`config.mk`:
```
export PLATFORM = sky130hd
export DESIGN_NAME = rmst_front_flat
export DESIGN_NICKNAME = d
export VERILOG_FILES = /design/src/rtl/rmst_pkg.sv /design/src/rtl/rmst_if.sv /design/src/rtl/rmst_front.sv /design/src/flat_wrapper.sv
export SDC_FILE = /design/constraint.sdc
export NUM_CORES = 1
export LEC_CHECK = 0
export BUFFER_PORTS_ARGS = -buffer_cell sky130_fd_sc_hd__buf_2
export CAP_MARGIN = 30
export CELL_PAD_IN_SITES_DETAIL_PLACEMENT = 1
export CELL_PAD_IN_SITES_GLOBAL_PLACEMENT = 1
export CORE_MARGIN = 2
export CORE_UTILIZATION = 13
export DETAILED_ROUTE_END_ITERATION = 10
export GPL_TIMING_DRIVEN = 0
export PLACE_DENSITY_LB_ADDON = 0.1
export SLEW_MARGIN = 20
export SYNTH_ARGS = -nofsm -noshare
export SYNTH_HDL_FRONTEND = slang
export SYNTH_SLANG_ARGS = --single-unit
```
`constraint.sdc`:
```
create_clock -name vclk -period 0.8
set_input_delay 0.04 -clock vclk [all_inputs]
set_output_delay 0.04 -clock vclk [all_outputs]
set_load 0.05 [all_outputs]
```
`src/rtl/rmst_pkg.sv`:
```
package rmst_pkg;

    localparam int LEAVES = 1024;
    localparam int SPAN   = 1 << $clog2(LEAVES);
    localparam int NODES  = 2 * SPAN;
    localparam int IDX_W  = $clog2(NODES);
    localparam int BND_W  = IDX_W + 1;

    localparam int VAL_W = 35;
    localparam int POS_W = 10;
    localparam int RNG_W = 11;

    localparam int QDEPTH = 2;
    localparam int QPTR_W = $clog2(QDEPTH);
    localparam int QCNT_W = $clog2(QDEPTH + 1);

    localparam logic CMD_UPDATE = 1'b0;
    localparam logic CMD_QUERY  = 1'b1;

    typedef logic signed [VAL_W-1:0] value_t;
    typedef logic [IDX_W-1:0]        idx_t;
    typedef logic [BND_W-1:0]        bnd_t;

    localparam value_t SENTINEL = 35'sd10000000000;

    typedef struct packed {
        logic   is_query;
        idx_t   leaf;
        value_t value;
        bnd_t   lo;
        bnd_t   hi;
    } op_t;

    function automatic value_t min_of(input value_t a, input value_t b);
        return (a < b) ? a : b;
    endfunction

endpackage

```
`src/rtl/rmst_if.sv`:
```
interface rmst_req_if;
    logic                        valid;
    logic                        ready;
    logic                        command;
    logic [rmst_pkg::POS_W-1:0]  position;
    rmst_pkg::value_t            new_value;
    logic [rmst_pkg::RNG_W-1:0]  range_start;
    logic [rmst_pkg::RNG_W-1:0]  range_end;

    modport source (
        output valid, command, position, new_value, range_start, range_end,
        input  ready
    );
    modport sink (
        input  valid, command, position, new_value, range_start, range_end,
        output ready
    );
endinterface


```
`src/rtl/rmst_front.sv`:
```
module rmst_front (
    rmst_req_if.sink        req,
    input  logic            cleared,
    output logic            push_valid,
    input  logic            push_ready,
    output rmst_pkg::op_t   push_op
);

    logic [31:0] start_c;
    logic [31:0] end_c;
    logic        drop;

    always_comb
    begin
        start_c = (32'(req.range_start) > 32'(rmst_pkg::SPAN)) ?
                  32'(rmst_pkg::SPAN) : 32'(req.range_start);
        end_c   = (32'(req.range_end) > 32'(rmst_pkg::SPAN)) ?
                  32'(rmst_pkg::SPAN) : 32'(req.range_end);

        // Updates beyond the last leaf are taken and discarded.
        drop = (req.command == rmst_pkg::CMD_UPDATE) &&
               (32'(req.position) >= 32'(rmst_pkg::LEAVES));

        push_op.is_query = (req.command == rmst_pkg::CMD_QUERY);
        push_op.leaf     = rmst_pkg::IDX_W'(rmst_pkg::SPAN) +
                           rmst_pkg::IDX_W'(req.position);
        push_op.value    = req.new_value;
        push_op.lo       = rmst_pkg::BND_W'(start_c + 32'(rmst_pkg::SPAN));
        push_op.hi       = rmst_pkg::BND_W'(end_c + 32'(rmst_pkg::SPAN));
    end

    assign req.ready  = cleared && push_ready;
    assign push_valid = req.valid && cleared && push_ready && !drop;

endmodule

```
`src/flat_wrapper.sv`:
```
// flat-port wrapper written by rule: the top's interface ports become plain ports
module rmst_front_flat 
  (cleared, push_valid, push_ready, push_op, req_valid, req_command, req_position, req_new_value, req_range_start, req_range_end, req_ready);
  rmst_req_if req_i ();
  input  logic cleared;
  output logic push_valid;
  input  logic push_ready;
  output rmst_pkg::op_t push_op;
  input wire logic [$bits(req_i.valid)-1:0] req_valid;
  input wire logic [$bits(req_i.command)-1:0] req_command;
  input wire logic [$bits(req_i.position)-1:0] req_position;
  input wire logic [$bits(req_i.new_value)-1:0] req_new_value;
  input wire logic [$bits(req_i.range_start)-1:0] req_range_start;
  input wire logic [$bits(req_i.range_end)-1:0] req_range_end;
  output wire logic [$bits(req_i.ready)-1:0] req_ready;
  assign req_i.valid = req_valid;
  assign req_i.command = req_command;
  assign req_i.position = req_position;
  assign req_i.new_value = req_new_value;
  assign req_i.range_start = req_range_start;
  assign req_i.range_end = req_range_end;
  assign req_ready = req_i.ready;
  rmst_front u_core (.req(req_i), .cleared(cleared), .push_valid(push_valid), .push_ready(push_ready), .push_op(push_op));
endmodule
```
==> flow_metrics.env <==
export IMPL_worst_setup_path_end_kind="primary output"
export IMPL_fin_cells=225
export IMPL_clkbuf_count=0
export IMPL_die_width_um=72.0
export IMPL_synth_avg_cell_area_um2=7.92
export IMPL_dieArea_um2=5190
export IMPL_gp_congestion=0.665
export IMPL_io_pins=144
export IMPL_nets=246
export IMPL_status="finished, final reports clean"
export IMPL_core_um2=4410
export IMPL_utilization=0.261
export IMPL_gr_total_overflow=0
export IMPL_slew_violations=0
export IMPL_wl_per_cell_um=9.30
export IMPL_max_freq_mhz=1340
export IMPL_place_port_buffers=97
export IMPL_syn2layout_area_growth_pct=91.5
export IMPL_rows=24
export IMPL_hold_viol_final=0
export IMPL_syn_inst=76
export IMPL_die_h_um=72.0
export IMPL_drc=0
export IMPL_crit_required_ns=0.76
export IMPL_seq_area_frac_synth=0
export IMPL_leakagePower_nw=0.744
export IMPL_wl_um=2090
export IMPL_min_period_ns=0.744
export IMPL_hp_class="in -> out"
export IMPL_report_final_setup_viol=0
export IMPL_ctsResizeCount=0
export IMPL_fin_area_um2=1150
export IMPL_cp_start_kind="input pin"
export IMPL_finalCritPeriodShare=0.930
export IMPL_seq_cell_count=0
export IMPL_vdd_drop_max_mv=0.246
export IMPL_cap_violations=0
export IMPL_ant_nets=0
export IMPL_grt_start_max_net_pins=11
export IMPL_drt_pass1_iter_count=3
export IMPL_holdWs_ns=0.382
export IMPL_grtUsageTotal=0.0641
export IMPL_cp_arrival_ns=0.70
export IMPL_regArea_um2=0
export IMPL_ctsHoldBuffers=0
export IMPL_insertedDiodeCount=0
export IMPL_final_setup_tns_ns=0
export IMPL_synth_net_count=147
export IMPL_synth_distinct_cells=10
export IMPL_post_cts_buffers=0
export IMPL_placed_area_um2=1150
export IMPL_critPathKind="in -> out"
export IMPL_rsz0062_at_grt="false"
export IMPL_dp_cells=225
export IMPL_yosysWarnings=0
export IMPL_start_util=0.136
export IMPL_grt_pass1_wl_um=2850
export IMPL_routed_via_count=788
export IMPL_p_per_area_nw_per_um2=1050
export IMPL_antenna_found_initial=0
export IMPL_via_per_inst=3.50
export IMPL_first_iter_violations=4
export IMPL_hpwl_um=2050
export IMPL_synth_area_um2=602
export IMPL_path_max_fanout=10
export IMPL_final_layout_size_suffix_gt1_frac=0.971
export IMPL_grt_pass1_vias=684
==> layout by cell type, fill, tap and decap left out, drive strengths merged <==
master  instances
inv             2
buf           146
conb            1
clkbuf          2
nor2b          18
and2            1
and2b           2
and3            1
==> metal layers <==
metal,routed length [µm],global-route usage,vias up
met5,0,0,-
met4,0,0,0
met3,408,0.0194,0
met2,1140,0.136,86
met1,548,0.0635,332
li1,-,-,370
==> critical path, stage by stage <==
cell and delay [ns]:
buf_2 0.11, buf_6 0.15, nor2b_2 0.13, buf_2 0.27
==> cells in the mapped netlist <==
library cell,count,share of area
and2b_2,2,0.029
inv_2,2,0.012
nor2b_2,14,0.20
buf_6,2,0.037
conb_1,1,0.0062
and3_1,1,0.010
buf_4,47,0.59
clkbuf_1,2,0.012
nor2b_4,4,0.091
and2_1,1,0.010
==> final cells by class <==
type                       count  area [µm²]
timing repair buffer          97         485
inverter                       2        7.51
tap                           52        65.1
multi-input combinational     23         211
buffer                        51         383
fill                         581        3260
==> worst paths after layout <==
path / startpoint / to / slack [ns] / cells after the start
worst max-delay path: req_range_start[10] / push_op[21] / 0.06 / 4
worst min-delay path: req_new_value[21] / push_op[45] / 0.38 / 2
==> where the power goes <==
part	switching (W)	total (W)	internal, W	leakage (nW)
clock network	0	0	0	0
registers	0	0	0	0
logic	0.000833	0.00121	0.000373	0.744
==> cells by family (layout without fill, tap and decap cells) <==
| family | Yosys count | count (layout) | share of synthesized area |
|---|---|---|---|
| buf+inv | 53 | 150 | 0.649 |
| other cells | 1 | 1 | 0.00623 |
| simple gates | 22 | 22 | 0.345 |
==> stage by stage <==
step | setup WS [ns] | power, W
after detailed placement | 0.0374 | 0.00122
final | 0.0557 | 0.00121
after floorplan | 0.137 | 0.000984
after global routing | 0.0120 | 0.00126
after global placement | 0.0614 | 0.00121
after CTS | 0.0369 | 0.00122
(Power assumes the default switching activity.)
