[src/rtl/rmst_pkg.sv]
package rmst_pkg;

    localparam int LEAVES = 1024;
    localparam int SPAN   = 1 << $clog2(LEAVES);
    localparam int NODES  = 2 * SPAN;
    localparam int IDX_W  = $clog2(NODES);
    localparam int BND_W  = IDX_W + 1;

    localparam int VAL_W = 35;
    localparam int POS_W = 10;
    localparam int RNG_W = 11;

    localparam int QDEPTH = 2;
    localparam int QPTR_W = $clog2(QDEPTH);
    localparam int QCNT_W = $clog2(QDEPTH + 1);

    localparam logic CMD_UPDATE = 1'b0;
    localparam logic CMD_QUERY  = 1'b1;

    typedef logic signed [VAL_W-1:0] value_t;
    typedef logic [IDX_W-1:0]        idx_t;
    typedef logic [BND_W-1:0]        bnd_t;

    localparam value_t SENTINEL = 35'sd10000000000;

    typedef struct packed {
        logic   is_query;
        idx_t   leaf;
        value_t value;
        bnd_t   lo;
        bnd_t   hi;
    } op_t;

    function automatic value_t min_of(input value_t a, input value_t b);
        return (a < b) ? a : b;
    endfunction

endpackage

[src/rtl/rmst_queue.sv]
module rmst_queue (
    input  logic           clk,
    input  logic           rst_n,
    input  logic           push_valid,
    output logic           push_ready,
    input  rmst_pkg::op_t  push_op,
    output logic           pop_valid,
    input  logic           pop_ready,
    output rmst_pkg::op_t  pop_op
);

    rmst_pkg::op_t                 slot_reg [rmst_pkg::QDEPTH];
    logic [rmst_pkg::QPTR_W-1:0]   wr_ptr_reg;
    logic [rmst_pkg::QPTR_W-1:0]   wr_ptr_next;
    logic [rmst_pkg::QPTR_W-1:0]   rd_ptr_reg;
    logic [rmst_pkg::QPTR_W-1:0]   rd_ptr_next;
    logic [rmst_pkg::QCNT_W-1:0]   count_reg;
    logic [rmst_pkg::QCNT_W-1:0]   count_next;
    logic                          do_push;
    logic                          do_pop;

    assign push_ready = (count_reg != rmst_pkg::QCNT_W'(rmst_pkg::QDEPTH));
    assign pop_valid  = (count_reg != '0);
    assign pop_op     = slot_reg[rd_ptr_reg];
    assign do_push    = push_valid && push_ready;
    assign do_pop     = pop_valid && pop_ready;

    always_comb
    begin
        wr_ptr_next = wr_ptr_reg;
        rd_ptr_next = rd_ptr_reg;
        count_next  = count_reg;
        if (do_push)
        begin
            wr_ptr_next = (wr_ptr_reg == rmst_pkg::QPTR_W'(rmst_pkg::QDEPTH - 1)) ?
                          '0 : wr_ptr_reg + 1'b1;
        end
        if (do_pop)
        begin
            rd_ptr_next = (rd_ptr_reg == rmst_pkg::QPTR_W'(rmst_pkg::QDEPTH - 1)) ?
                          '0 : rd_ptr_reg + 1'b1;
        end
        if (do_push && !do_pop)
        begin
            count_next = count_reg + 1'b1;
        end
        else if (do_pop && !do_push)
        begin
            count_next = count_reg - 1'b1;
        end
    end

    always_ff @(posedge clk or negedge rst_n)
    begin
        if (!rst_n)
        begin
            wr_ptr_reg <= '0;
            rd_ptr_reg <= '0;
            count_reg  <= '0;
        end
        else
        begin
            wr_ptr_reg <= wr_ptr_next;
            rd_ptr_reg <= rd_ptr_next;
            count_reg  <= count_next;
        end
    end

    always_ff @(posedge clk)
    begin
        if (do_push)
        begin
            slot_reg[wr_ptr_reg] <= push_op;
        end
    end

endmodule

[config.mk]
export PLATFORM = sky130hd
export DESIGN_NAME = rmst_queue
export DESIGN_NICKNAME = d
export VERILOG_FILES = /design/src/rtl/rmst_pkg.sv /design/src/rtl/rmst_queue.sv
export SDC_FILE = /design/constraint.sdc
export NUM_CORES = 1
export LEC_CHECK = 0
export ABC_AREA = 0
export CAP_MARGIN = 0
export CORE_MARGIN = 4
export CORE_UTILIZATION = 40
export CTS_BUF_LIST = sky130_fd_sc_hd__clkbuf_8 sky130_fd_sc_hd__clkbuf_16
export CTS_CLUSTER_SIZE = 25
export DETAILED_ROUTE_END_ITERATION = 8
export DONT_BUFFER_PORTS = 1
export PLACE_DENSITY = 0.54
export SETUP_SLACK_MARGIN = 0.05
export SYNTH_ARGS = -nofsm -noshare
export SYNTH_HDL_FRONTEND = slang
export SYNTH_SLANG_ARGS = --single-unit
[constraint.sdc]
create_clock -name clk -period 8.9 [get_ports clk]
set_input_delay 0.89 -clock clk [delete_from_list [all_inputs] [get_ports clk]]
set_output_delay 0.89 -clock clk [all_outputs]
set_load 0.05 [all_outputs]
==> impl_metrics.ini <==
[drt]
dr.pass1.iters = 4
wirelength_mm = 9.04
drc = 0
viasPerCell = 4.83
wl_per_cell_um = 20.4
drt-initial-drc-count = 150
num_vias = 2143
drtAntennaViolNets = 0

[die]
start_util_pct = 40.8
num_rows = 43
die-area_mm2 = 0.0161
io_pins = 148
die_w_um = 127
die_y_um = 127
core_mm2 = 0.0139

[setup_path]
worst-path-buf-inv = 1
critPathTopFamily = buffers and inverters
worst_setup_path_start_kind = flip-flop
critPathMaxStageDelay_ps = 900
cp-end-kind = output port
reg2reg_from = count_reg[0]$_DFFE_PN0P_
r2r_cells = 4
critPathKind = flip-flop to output port
arrival_ps = 2510
path_max_fanout = 59
r2r_slack_ps = 5960
reg2reg_to = slot_reg[0][52]$_DFFE_PP_
cp_cell_sequence = buf_4 -> mux2_2
crit_path_top_delay_cell = buf_4
required_ps = 8010

[synthesis]
synth.area.top_cells = edfxtp_1, mux2_4, buf_12
yosysTopAreaCellShare_pct = 75.2
syn_area_mm2 = 0.00567
ys_warn_count = 0
yosysTopAreaCell = edfxtp_1
synth_seq_area_share_pct = 77.0
synth_nets = 315
yosysMostFrequentCell = edfxtp_1
synthFlopType = edfxtp_1
syn_inst = 239
synth_edf_count = 142
syn_avg_cell_area_um2 = 23.7
synthDistinctLibCells = 15
synth-seq-cells = 146
synthArstFlopShare_pct = 2.74
synth_common_cells = edfxtp_1, mux2_4, buf_12, dfrtp_1, xnor2_1

[timing]
min_period_ps = 3400
setup_viol = 0
period_share_pct = 38.2
clock-skew-final_ps = 10.0
rsz0062_at_grt = no
drv_slew = 0
worst_pin_slew_ps = 1130
fmax_mhz = 294
hold_violations = 0
setup_tns_ps = 0
timing.slew.headroom_pct = 24.9

[clocking]
cts.path.max_buffers = 2
ctsHoldBuffers = 0
cts_setup_buffers = 0
cts-root-buf = clkbuf_16
clkTransAtPathRegs_ps = 60
cts_buffers = 17
clkSinkCount = 146
cts_max_level = 4
postCtsResizedCells = 0
cts_tree = built
clk_latency_ps = 420

[cells_and_area]
seq_area_mm2 = 0.00437
multi_input_area_mm2 = 0.00116
drive_above_1_share_pct = 37.1
largest_reg_flops = 142
fin_area_mm2 = 0.00631
num-fill-cells = 1212
fin_nets = 328
area_delta_synth_final_pct = 11.3
diodes = 0

[job]
drv_cap = 0

[status]
outcome = completed

[global_routing]
antenna_found_initial = 0
grt_overflow = 0
grt_usage_pct = 11.5
grt_max_degree = 72
grt_pass1_wl_mm = 13.4
grt_pass1_vias = 2308

[worst_hold_path]
hold_class = primary input to async pin

[place]
placed_cell_area_mm2 = 0.00577
port_buffers = 0
routabilityCongestion = 0.652
## routing by layer
metal / part of all wire [%] / GRT usage, % / vias up
met5: 0 / 0 / -
met4: 2.3 / 6.06 / 0
met3: 13 / 7.86 / 16
met2: 51 / 18.5 / 94
met1: 34 / 11.0 / 1064
li1: - / - / 969
## worst register-to-register path, delay by kind of cell (launching register included)
kind / cells / cell delay (ps)
simple gates: 3 / 1550
buf+inv: 1 / 600
flops: 1 / 400
## per-stage QoR
step / hold slack (ps) / instances / worst slack (ps) / utilization (%)
after global routing: 138 / 444 / 5390 / 45.4
after detailed placement: 484 / 413 / 5860 / 41.6
final: 170 / 444 / 5500 / 45.4
after CTS: 143 / 444 / 5450 / 45.4
after global placement: 474 / 413 / 5890 / 41.6
after floorplan: 456 / 239 / 4360 / -
## cell type report
type                            instances  area share (%)
Sequential cell                       146            69.3
Multi-Input combinational cell         84            18.4
Clock buffer                           17            6.74
Tap cell                              180            3.57
Clock inverter                         14            1.73
Timing Repair Buffer                    2           0.238
Inverter                                1          0.0595
## cells in the final DEF, fill, tap and decap left out, drive strengths merged, types with 2 or more instances in the layout
master / netlist / routed
xnor2: 3 / 3
inv: 1 / 6
clkinv: 0 / 7
edfxtp: 142 / 142
dfrtp: 4 / 4
buf: 8 / 2
nor2: 2 / 2
bufinv: 0 / 2
mux2: 71 / 71
xor2: 2 / 2
clkbuf: 0 / 17
nand2: 2 / 2
## how the worst max path moves through the flow
stage / depth (start not counted) / slack [ps] / endpoint / start
2_1_floorplan: 3 / 4360 / slot_reg[0][0]$_DFFE_PP_ / count_reg[0]$_DFFE_PN0P_
3_3_place_gp: 4 / 5890 / slot_reg[0][54]$_DFFE_PP_ / count_reg[0]$_DFFE_PN0P_
3_5_place_dp: 4 / 5860 / slot_reg[0][54]$_DFFE_PP_ / count_reg[0]$_DFFE_PN0P_
4_1_cts: 2 / 5450 / pop_op[50] / rd_ptr_reg$_DFFE_PN0P_
5_1_grt: 2 / 5390 / pop_op[50] / rd_ptr_reg$_DFFE_PN0P_
6_report: 2 / 5500 / pop_op[50] / rd_ptr_reg$_DFFE_PN0P_
## kinds of logic after synthesis
| family | Yosys count | share of synthesized area [%] |
|---|---|---|
| xor gates and xnor gates | 5 | 0.773 |
| and+or+nand+nor | 7 | 0.596 |
| adders and majority gates | 1 | 0.221 |
| buffers and inverters | 9 | 2.74 |
| muxes | 71 | 18.7 |
| DFF | 146 | 77.0 |
Power is left out: the tool's default activity adds up to more than one toggle a clock period on the data nets, which glitch-free logic cannot reach.
